==> src/rtl/core/tasam_pkg.sv <==
// shared types and constants of the axis-swap address map
// no dependencies; used by every module of the block
`default_nettype none

package tasam_pkg;

	localparam int unsigned EXT_REGS = 4;
	localparam int unsigned EXT_W = 16;
	localparam int unsigned IDX_W = 32;
	localparam int unsigned WORD_W = 32;
	localparam int unsigned DIV_BITS = 4;
	localparam int unsigned DIV_STAGES_PER_AXIS = IDX_W / DIV_BITS;
	localparam int unsigned DIV_AXES = EXT_REGS - 1;
	localparam int unsigned DIV_STAGES = DIV_AXES * DIV_STAGES_PER_AXIS;
	localparam int unsigned CNT_W = IDX_W + 1;

	typedef enum logic [2:0] {
		REG_NUM_AXES = 3'd0,
		REG_SWAP_A   = 3'd1,
		REG_SWAP_B   = 3'd2,
		REG_EXTENT_0 = 3'd3,
		REG_EXTENT_1 = 3'd4,
		REG_EXTENT_2 = 3'd5,
		REG_EXTENT_3 = 3'd6
	} cfg_reg_t;

	typedef struct packed {
		logic [IDX_W-1:0]  elem_index;
		logic [WORD_W-1:0] elem_word;
	} in_item_t;

	typedef struct packed {
		logic [IDX_W-1:0]  dest_offset;
		logic [WORD_W-1:0] word_out;
		logic              in_range;
	} out_item_t;

	typedef struct packed {
		logic [2:0]                         num_axes;
		logic [1:0]                         swap_axis_a;
		logic [1:0]                         swap_axis_b;
		logic [EXT_REGS-1:0][EXT_W-1:0]     extent;
	} cfg_t;

	typedef struct packed {
		logic [EXT_REGS-1:0][EXT_W-1:0]     ext_eff;
		logic [EXT_REGS-1:0][IDX_W-1:0]     out_stride;
		logic [CNT_W-1:0]                   count;
		logic                               do_swap;
		logic [1:0]                         axis_a;
		logic [1:0]                         axis_b;
	} geom_t;

	typedef struct packed {
		logic [IDX_W-1:0]                   idx;
		logic [WORD_W-1:0]                  word;
		logic [EXT_W-1:0]                   rem;
		logic [IDX_W-1:0]                   quo;
		logic [EXT_REGS-1:0][EXT_W-1:0]     coord;
	} pipe_t;

endpackage

`default_nettype wire

==> src/rtl/core/tasam_dot.sv <==
// coordinate exchange, range check and dot product with output strides
// depends on tasam_pkg
`default_nettype none

module tasam_dot import tasam_pkg::*; (
	input  wire logic   clk,
	input  wire logic   arst_n,
	input  wire logic   en,
	input  wire logic   valid_in,
	input  wire pipe_t  pipe_in,
	input  wire geom_t  geom,
	output logic        valid_out,
	output out_item_t   item_out
);

	logic [EXT_REGS-1:0][EXT_W-1:0] c_c;
	logic [EXT_REGS-1:0][EXT_W-1:0] sw_c;
	logic [EXT_REGS-1:0][IDX_W+EXT_W-1:0] prod_c;

	logic [EXT_REGS-1:0][EXT_W-1:0] sw_s1;
	logic                           rng_s1;
	logic [WORD_W-1:0]              word_s1;
	logic                           v_s1;

	logic [EXT_REGS-1:0][IDX_W-1:0] prod_s2;
	logic                           rng_s2;
	logic [WORD_W-1:0]              word_s2;
	logic                           v_s2;

	logic [IDX_W-1:0]               lo_s3;
	logic [IDX_W-1:0]               hi_s3;
	logic                           rng_s3;
	logic [WORD_W-1:0]              word_s3;
	logic                           v_s3;

	always_comb begin
		c_c = pipe_in.coord;
		c_c[0] = pipe_in.quo[EXT_W-1:0];
		for (int i = 0; i < EXT_REGS; i++) begin
			if (geom.do_swap && (2'(i) == geom.axis_a)) begin
				sw_c[i] = c_c[geom.axis_b];
			end else if (geom.do_swap && (2'(i) == geom.axis_b)) begin
				sw_c[i] = c_c[geom.axis_a];
			end else begin
				sw_c[i] = c_c[i];
			end
			prod_c[i] = {{IDX_W{1'b0}}, sw_s1[i]} * {{EXT_W{1'b0}}, geom.out_stride[i]};
		end
	end

	always_ff @(posedge clk or negedge arst_n) begin
		if (!arst_n) begin
			v_s1      <= 1'b0;
			v_s2      <= 1'b0;
			v_s3      <= 1'b0;
			valid_out <= 1'b0;
		end else if (en) begin
			v_s1      <= valid_in;
			v_s2      <= v_s1;
			v_s3      <= v_s2;
			valid_out <= v_s3;
		end
	end

	always_ff @(posedge clk) begin
		if (en) begin
			sw_s1   <= sw_c;
			rng_s1  <= {1'b0, pipe_in.idx} < geom.count;
			word_s1 <= pipe_in.word;

			for (int i = 0; i < EXT_REGS; i++) begin
				prod_s2[i] <= prod_c[i][IDX_W-1:0];
			end
			rng_s2  <= rng_s1;
			word_s2 <= word_s1;

			lo_s3   <= prod_s2[0] + prod_s2[1];
			hi_s3   <= prod_s2[2] + prod_s2[3];
			rng_s3  <= rng_s2;
			word_s3 <= word_s2;

			item_out.dest_offset <= rng_s3 ? (lo_s3 + hi_s3) : '0;
			item_out.word_out    <= word_s3;
			item_out.in_range    <= rng_s3;
		end
	end

endmodule

`default_nettype wire

==> config.mk <==
export PLATFORM = sky130hd
export DESIGN_NAME = tasam_dot
export DESIGN_NICKNAME = d
export VERILOG_FILES = /design/src/rtl/core/tasam_pkg.sv /design/src/rtl/core/tasam_dot.sv
export SDC_FILE = /design/constraint.sdc
export NUM_CORES = 2
export LEC_CHECK = 0
export BUFFER_PORTS_ARGS = -buffer_cell sky130_fd_sc_hd__buf_2
export CAP_MARGIN = 20
export CORE_MARGIN = 4
export CORE_UTILIZATION = 50
export DETAILED_ROUTE_END_ITERATION = 10
export PLACE_DENSITY = 0.64
export SYNTH_ARGS = -nofsm -noshare
export SYNTH_HDL_FRONTEND = slang
export SYNTH_SLANG_ARGS = --single-unit
==> constraint.sdc <==
create_clock -name clk -period 8.3 [get_ports clk]
set_input_delay 0.83 -clock clk [delete_from_list [all_inputs] [get_ports clk]]
set_output_delay 0.83 -clock clk [all_outputs]
set_load 0.01 [all_outputs]
==> metrics <==
outcome complete, no violations; area of the die 0.137 mm²; startpoint types register; synthesized area 0.0654 mm²; # nets final 8946; sum of negative setup slack 0 ns; syn_area_per_cell 9.71 µm²; Most Crowded Layer GR met2; Clock Latency Late Sink 0.59 ns; Max Cap Viol 0; Synth Flop Type edfxtp_1; worst slew pin tran 1.16 ns; Clock Skews 0.0245 ns; Cells after Synth 6734; Synth cell types 70; CTS Buf Count 43; Seq cells post-synth 424; met3 Resource Use GR 4.18%; CTS Sinks 424; Die Y 370 µm; 1st-pass router iterations 5; Synth top area share 37.3%; Synth Warn # 0; Area Growth Syn to Fin 7.72%; largest area contributor in the netlist fa_1; wirelength, routed 176000 µm; buffers added on ports 363; global-route wire length before repair 278000 µm; setup bufs post-CTS 0; Hold Fails Final Rpt 0; Slew HR 22.9%; cell mode on critical path fa_1; layout cells sized above 1 7.78%; Root Driver clkbuf_16; Final ANT Viol Nets 0; CP max stage delay 0.98 ns; commonest non-fill, non-tap cells in the layout 1408 x inv_1, 1219 x fa_1, 1118 x nand2_1; H-tree levels 2; max-slew violation count 0; largest net degree at the start of global routing 114; DRC Markers 0; CP max FO 21; slowest cell on the critical path edfxtp_1; CTS tree yes; Final Critical Period 7.45 ns; Detailed Place HPWL 139000 µm; Vias/cell 5.39; global placer's final weighted congestion 0.922; Via Count 47078; Critical Path AT 7.77 ns; Final setup viols 0; wire length per cell 20.1 µm; Final period util 89.7%; GRT met2 Usage 44.0%; cts hold-fix bufs 0; min-delay worst type input port to asynchronous set/reset pin; Finished Core Util 54.3%; Core Box Area 0.130 mm²; crit path capture type register; r2r setup slk 0.85 ns; commonest non-fill, non-tap cell in the layout inv_1; die width 370 µm; Async S/R FF share, synth 0.943%; EDFF count, synth 420; critical path type register to register; Worst EP required 8.62 ns; initial drt markers 3370; num rows 132; top cells by area, synth fa_1 37%, edfxtp_1 19%, inv_1 8.1%, ha_1 7.4%, nand2_1 6.4%; fmax 0.134 GHz; unrepaired setup endpoints after global routing false; vias in the first global route 50104; GRT Util Overall 26.2%; Syn Nets 8747; cell chain of the critical path nand2_1, fa_1, fa_1, fa_1, inv_1, fa_1, fa_1, inv_1, fa_1, inv_1, ha_1, and4_1, and2_1, o31a_1, a2111oi_1, o31ai_1, a21oi_1, nor2b_1, o21a_1, o41ai_1, xnor2_1; clock buffer depth 3; I/O pin total 476; Reg clk slew, reported paths 0.08 ns; initial core utilization 50.4%; antenna violations before repair 35; Remaining Overflow, GRT 0; Post-CTS Resized 0; met1 GRT Util 34.6%; sequential share of the synthesized area 19.4%
[worst paths after layout]
path                                       startpoint                    end  depth (start not counted)
worst max-delay path               sw_s1[3]$_DFFE_PP_  prod_s2[30]$_DFFE_PP_                         21
worst min-delay path                           arst_n  valid_out$_DFFE_PN0P_                          1
worst max register to register     sw_s1[3]$_DFFE_PP_  prod_s2[30]$_DFFE_PP_                         21
worst min register to register  word_s2[17]$_DFFE_PP_  word_s3[17]$_DFFE_PP_                          0
max in group asynchronous                      arst_n       v_s1$_DFFE_PN0P_                          1
min in group clk                         pipe_in[121]   word_s1[9]$_DFFE_PP_                          1
[state kept, by name, summed over array words and instances (netlist names)]
register   cells
rng_s1         1
sw_s1         64
prod_s2      128
word_s2       32
v_s1           1
hi_s3         32
lo_s3         32
rng_s3         1
word_s1       32
rng_s2         1
word_s3       32
v_s3           1
v_s2           1
item_out      65
valid_out      1
[logic make-up (layout without fill, tap and decap cells)]
group           Yosys count  after routing  synth area share (%)
simple gates           2055           2055                  14.6
buf+inv                1682           1916                  9.66
fa+ha+maj              1603           1603                  44.7
compound gates          581            581                  5.59
flops                   424            424                  19.4
xor+xnor                287            287                  3.85
mux                     102            102                  2.18
other cells               0             26                     0
[critical path, delay by kind of cell (launching register included)]
| kind | cells | cell delay, ns |
|---|---|---|
| and+or+nand+nor | 4 | 0.63 |
| AOI/OAI and AO/OA | 6 | 1.84 |
| buffers and inverters | 3 | 0.16 |
| xor gates and xnor gates | 1 | 0.11 |
| DFF | 1 | 0.98 |
| adders and majority gates | 7 | 3.42 |
[layout make-up]
type                    count  area, µm²
flip-flops and latches    424      12700
inverters                1409       5290
well taps                1742       2180
diodes                     26       65.1
clock buffers              48       1090
repair buffers            427       2350
clock inverters            32        365
multi-input cells        4628      46300
fillers                 11688      59200
[through the flow]
stage	cell area, µm²	std cells	hold slack, ns	worst slack (ns)
after detailed placement	68800	8628	0.405	0.630
final	70400	8736	0.0374	0.853
after CTS	70300	8708	0.0125	0.881
after global routing	70400	8725	0.0243	0.439
after global placement	68800	8627	0.400	0.706
after floorplan	65400	6734	0.400	1.41
[routing by layer]
metal  share of wire (%)  wire length [µm]
met1                  40             70900
met2                  48             84300
met3                 7.7             13500
met4                 4.1              7140
met5               0.022                39
[synth_stat cells (9+ instances only)]
library cell  instances
nor2_1              190
or3_1                 9
inv_1              1408
a21o_1               84
a31oi_1              16
o21a_1               34
clkbuf_1            266
a21oi_1             196
o21ai_1              57
a211oi_1             27
and2_1              570
o21ai_0              59
and3_1               10
fa_1               1219
nand3_1              37
xor2_1               80
mux2i_1              66
nor2b_1              23
nand2_1            1118
edfxtp_1            420
nand2b_1             20
mux4_2               32
o21bai_1             27
nor3_1               32
ha_1                384
nand4_1              11
o31ai_1              10
xnor2_1             207
Power is not shown: default switching activity piles up to over one toggle a cycle in this logic, so the estimate is an artifact.
