--- src/rtl/core/tasam_pkg.sv ---
// shared types and constants of the axis-swap address map
// no dependencies; used by every module of the block
`default_nettype none

package tasam_pkg;

	localparam int unsigned EXT_REGS = 4;
	localparam int unsigned EXT_W = 16;
	localparam int unsigned IDX_W = 32;
	localparam int unsigned WORD_W = 32;
	localparam int unsigned DIV_BITS = 4;
	localparam int unsigned DIV_STAGES_PER_AXIS = IDX_W / DIV_BITS;
	localparam int unsigned DIV_AXES = EXT_REGS - 1;
	localparam int unsigned DIV_STAGES = DIV_AXES * DIV_STAGES_PER_AXIS;
	localparam int unsigned CNT_W = IDX_W + 1;

	typedef enum logic [2:0] {
		REG_NUM_AXES = 3'd0,
		REG_SWAP_A   = 3'd1,
		REG_SWAP_B   = 3'd2,
		REG_EXTENT_0 = 3'd3,
		REG_EXTENT_1 = 3'd4,
		REG_EXTENT_2 = 3'd5,
		REG_EXTENT_3 = 3'd6
	} cfg_reg_t;

	typedef struct packed {
		logic [IDX_W-1:0]  elem_index;
		logic [WORD_W-1:0] elem_word;
	} in_item_t;

	typedef struct packed {
		logic [IDX_W-1:0]  dest_offset;
		logic [WORD_W-1:0] word_out;
		logic              in_range;
	} out_item_t;

	typedef struct packed {
		logic [2:0]                         num_axes;
		logic [1:0]                         swap_axis_a;
		logic [1:0]                         swap_axis_b;
		logic [EXT_REGS-1:0][EXT_W-1:0]     extent;
	} cfg_t;

	typedef struct packed {
		logic [EXT_REGS-1:0][EXT_W-1:0]     ext_eff;
		logic [EXT_REGS-1:0][IDX_W-1:0]     out_stride;
		logic [CNT_W-1:0]                   count;
		logic                               do_swap;
		logic [1:0]                         axis_a;
		logic [1:0]                         axis_b;
	} geom_t;

	typedef struct packed {
		logic [IDX_W-1:0]                   idx;
		logic [WORD_W-1:0]                  word;
		logic [EXT_W-1:0]                   rem;
		logic [IDX_W-1:0]                   quo;
		logic [EXT_REGS-1:0][EXT_W-1:0]     coord;
	} pipe_t;

endpackage

`default_nettype wire

--- src/rtl/core/tasam_div_stage.sv ---
// one stage of the pipelined restoring divider, DIV_BITS (4) quotient bits per stage
// depends on tasam_pkg
`default_nettype none

module tasam_div_stage import tasam_pkg::*; #(
	parameter bit          LAST = 1'b0,
	parameter int unsigned AXIS = 1
) (
	input  wire logic              clk,
	input  wire logic              arst_n,
	input  wire logic              en,
	input  wire logic              valid_in,
	input  wire pipe_t             pipe_in,
	input  wire logic [EXT_W-1:0]  divisor,
	output logic                   valid_out,
	output pipe_t                  pipe_out
);

	localparam logic [1:0] AX = 2'(AXIS);

	logic [EXT_W:0]   t;
	logic [EXT_W-1:0] r;
	logic [IDX_W-1:0] q;
	pipe_t            nxt;

	always_comb begin
		r = pipe_in.rem;
		q = pipe_in.quo;
		t = '0;
		for (int k = 0; k < DIV_BITS; k++) begin
			t = {r, q[IDX_W-1]};
			q = {q[IDX_W-2:0], 1'b0};
			if (t >= {1'b0, divisor}) begin
				t = t - {1'b0, divisor};
				q[0] = 1'b1;
			end
			r = t[EXT_W-1:0];
		end
		nxt = pipe_in;
		nxt.quo = q;
		nxt.rem = r;
		if (LAST) begin
			// remainder is this axis's coordinate, quotient feeds the next axis
			nxt.coord[AX] = r;
			nxt.rem = '0;
		end
	end

	always_ff @(posedge clk or negedge arst_n) begin
		if (!arst_n) begin
			valid_out <= 1'b0;
		end else if (en) begin
			valid_out <= valid_in;
		end
	end

	always_ff @(posedge clk) begin
		if (en) begin
			pipe_out <= nxt;
		end
	end

endmodule

`default_nettype wire

--- config.mk ---
export PLATFORM = sky130hd
export DESIGN_NAME = tasam_div_stage
export DESIGN_NICKNAME = d
export VERILOG_FILES = /design/src/rtl/core/tasam_pkg.sv /design/src/rtl/core/tasam_div_stage.sv
export SDC_FILE = /design/constraint.sdc
export NUM_CORES = 1
export LEC_CHECK = 0
export ABC_AREA = 0
export BUFFER_PORTS_ARGS = -buffer_cell sky130_fd_sc_hd__buf_4
export CORE_AREA = 2 2 156 158
export CTS_BUF_LIST = sky130_fd_sc_hd__clkbuf_4 sky130_fd_sc_hd__clkbuf_8
export CTS_CLUSTER_DIAMETER = 200
export DETAILED_ROUTE_END_ITERATION = 8
export DIE_AREA = 0 0 158 160
export GPL_ROUTABILITY_DRIVEN = 0
export GPL_TIMING_DRIVEN = 0
export PLACE_DENSITY = 0.7
export REMOVE_ABC_BUFFERS = 1
export SLEW_MARGIN = 20
export SYNTH_ARGS = -nofsm -noshare
export SYNTH_HDL_FRONTEND = slang
export SYNTH_SLANG_ARGS = --single-unit
--- constraint.sdc ---
create_clock -name clk -period 1.5 [get_ports clk]
set_input_delay 0.075 -clock clk [delete_from_list [all_inputs] [get_ports clk]]
set_output_delay 0.075 -clock clk [all_outputs]
set_load 0.02 [all_outputs]
==> flow_summary.toml <==
[die]
design.portCount = 373
start_util_pct = 39.0
dieHeight_um = 160
coreArea_um2 = 23800
row_count = 57
die_area_um2 = 25300
chipWidth_um = 158

[sta]
timing.final.hold_violations = 0
slew_headroom_pct = 45.3
maxClockFrequency_mhz = 120
timing.hold.ws_ns = 0.0815
unrepaired_setup_endpoints_after_global_routing = "true"
layout_setup_ws_ns = -6.81
setup_violations = 20
min_period_over_period_pct = 554
worst-slew-pin-transition_ns = 0.800
period_needed_ns = 8.31
timing.clock.skew_ns = 0
maxSlewViolCount = 0

[drt]
drc_violations = 0
drt-total-wl_um = 36600
dr.first_iter.drc_count = 481
viasPerCell = 5.19
postRouteAntennaNets = 0
post_drt_wl_per_cell_um = 21.6
via_count_of_the_routed_design = 8771
firstDrtPassIters = 6

[logic_synthesis]
synthesis.yosys.warnings = 0
synth.distinct_cells = 78
edff_count_synth = 176
area_share_of_the_leading_cell_type_in_the_synthesized_netlist_pct = 56.9
postSynthRegisterBits = 177
synth-async-reset-ratio_pct = 0.565
top_cell_types_by_occurrence_after_synthesis = "sky130_fd_sc_hd__edfxtp_1 (176), sky130_fd_sc_hd__ha_1 (64), sky130_fd_sc_hd__a21oi_1 (49), sky130_fd_sc_hd__inv_1 (46), sky130_fd_sc_hd__nor2_1 (39)"
synth-seq-area-share_pct = 57.1
synthTopCellsByArea = "sky130_fd_sc_hd__edfxtp_1 (57%), sky130_fd_sc_hd__ha_1 (8.6%), sky130_fd_sc_hd__xnor2_1 (3.3%)"
synthMostInstantiatedCell = "sky130_fd_sc_hd__edfxtp_1"
total_standard_cell_area_after_synthesis_um2 = 9290
dominantRegCellSynth = "sky130_fd_sc_hd__edfxtp_1"
syn_avg_cell_area_um2 = 12.9
postSynthCellCount = 722
post-synth-top-area-cell = "sky130_fd_sc_hd__edfxtp_1"

[clock_network]
clock_path_buffers = 2
clk_latency_ns = 0.45
clkSinkCount = 177
tritoncts = "done"
clk_root_buffer_cell = "sky130_fd_sc_hd__clkbuf_8"
clkSlewWorstSetupHoldPaths_ns = 0.10
ctsHtreeMaxLevel = 4
cts_buffers = 17

[worst_setup_path]
regToRegStartpoint = "valid_out"
required_ns = 1.70
crit_path_start_kind = "input port"
critical-path-top-cell-by-count = "sky130_fd_sc_hd__a21o_1"
reg2regPathDepth = 1
worst_path_max_delay_cell = "sky130_fd_sc_hd__or4b_4"
timing_worst_setup_path_type = "in -> reg"
worstPathMaxFanout = 6
worst_ep_arrival_time_ns = 8.50
setup.worst_path.end_class = "flip-flop"
max_stage_delay_ns = 0.58
crit_end = "pipe_out[108]"
crit_path_start = "divisor[10]"
timing.rr.end = "valid_out"
rrSetupSlack_ns = 0.71

[placement]
placed_cells = 1408
numPortBuffers = 372
hpwlAfterDp_um = 23800

[layout]
layout.area.seq_um2 = 5310
syn2layout_area_growth_pct = 71.6
instances_no_fill = 1691
final_core_utilization_pct = 66.9
fin_nets = 1613
drive_gt1_share_pct = 46.3
multi_input_area_um2 = 4430
filler_instances = 1747

[global_routing]
grt_first_pass_wirelength_um = 52800
grt_start_max_net_pins = 91
grt-ovfl-total = 0
track_usage_pct = 28.1
number_of_global_route_vias_before_repair = 8917
antenna_violations_before_repair = 5

[outcome]
run_status = "finished with violations"
failing_checks = "negative setup slack"

[hold_path]
hold_start = "pipe_in[93]"
hold_class = "in -> reg"

[power_and_ir_drop]
peakVddDrop_v = 0.00108
power.density_cell_area_nw_per_um2 = 1820
leakage_component_of_the_power_nw = 6.72
post-layout-total-power_mw = 29.1

[flow_run]
timing.max_cap.violations = 0
==> power breakdown <==
part	switching [mW]	total, mW	internal, mW
registers	0.189	6.74	6.56
logic	9.91	19.0	9.09
clock network	2.04	3.32	1.28
==> state kept, by name, indices dropped and copies added (netlist names) <==
register	count
valid_out	1
pipe_out	176
==> worst min-delay path by stage <==
stage / end / slack, ns / depth (start not counted)
3_3_place_gp: valid_out / -0.15 / 1
2_1_floorplan: valid_out / -0.22 / 0
3_5_place_dp: valid_out / -0.15 / 1
6_report: pipe_out[97] / 0.08 / 3
4_1_cts: pipe_out[97] / 0.04 / 3
5_1_grt: pipe_out[97] / 0.07 / 3
==> critical path: cells and delay by family <==
kind / cells / cell delay (ns)
simple gates: 7 / 1.96
compound gates: 19 / 3.65
mux: 3 / 0.85
buf+inv: 9 / 0.93
fa+ha+maj: 4 / 1.02
==> repair_timing <==
action / CTS / global route
setup endpoints to repair: 20 / 20
pin swaps: 56 / 25
hold buffers: 160 / 0
endpoints found under the hold margin: 159 / 0
gates resized for setup: 146 / 26
cloned: 6 / 0
buffers inserted: 67 / 16
==> through the flow <==
step                      setup TNS [ns]  worst slack (ns)  cell area (um2)
final                            -120.65             -6.81            15900
after global routing             -123.98             -7.05            15900
after CTS                        -114.18             -6.54            15700
after detailed placement         -182.08            -10.22            12400
after global placement           -296.42            -10.06            12400
after floorplan                  -136.10             -7.73             9210
==> layout make-up <==
class,instances,area share [%]
flip-flops and latches,177,33.3
clock inverters,14,0.996
inverters,49,1.56
well taps,324,2.54
repair buffers,614,32.1
diodes,5,0.0785
multi-input cells,488,27.8
clock buffers,18,1.51
repair inverters,2,0.110
==> cells in the final DEF, fill, tap and decap left out, drive strengths merged, types with 9 or more instances in the layout <==
cell type,Yosys,final
xor2,13,13
a21oi,49,49
xnor2,35,35
ha,64,64
clkbuf,1,18
nand4,9,9
nand2,38,38
o21ai,35,35
mux2i,12,12
o21a,11,11
a21o,16,16
nand2b,12,12
nor2b,9,9
dlygate4sd3,0,160
buf,10,454
nor3,14,14
nand3,9,9
mux2,20,20
inv,49,47
nor2,41,41
edfxtp,176,176
clkinvlp,0,13
==> metal layers <==
metal  global-route usage [%]  wire length (um)  part of all wire, %
met1                     31.0             13500                   37
met2                     48.5             17900                   49
met3                     7.11              2670                  7.3
met4                     16.7              2430                  6.6
met5                        0                13                0.036
==> logic make-up after synthesis <==
logic type / count (synthesis) / share of synthesized area [%]
flops: 177 / 57.1
simple gates: 158 / 8.76
mux: 32 / 3.80
buf+inv: 60 / 2.91
compound gates: 179 / 13.4
xor+xnor: 48 / 4.52
fa+ha+maj: 68 / 9.48
Note: power is estimated with default switching activity, not from simulation.
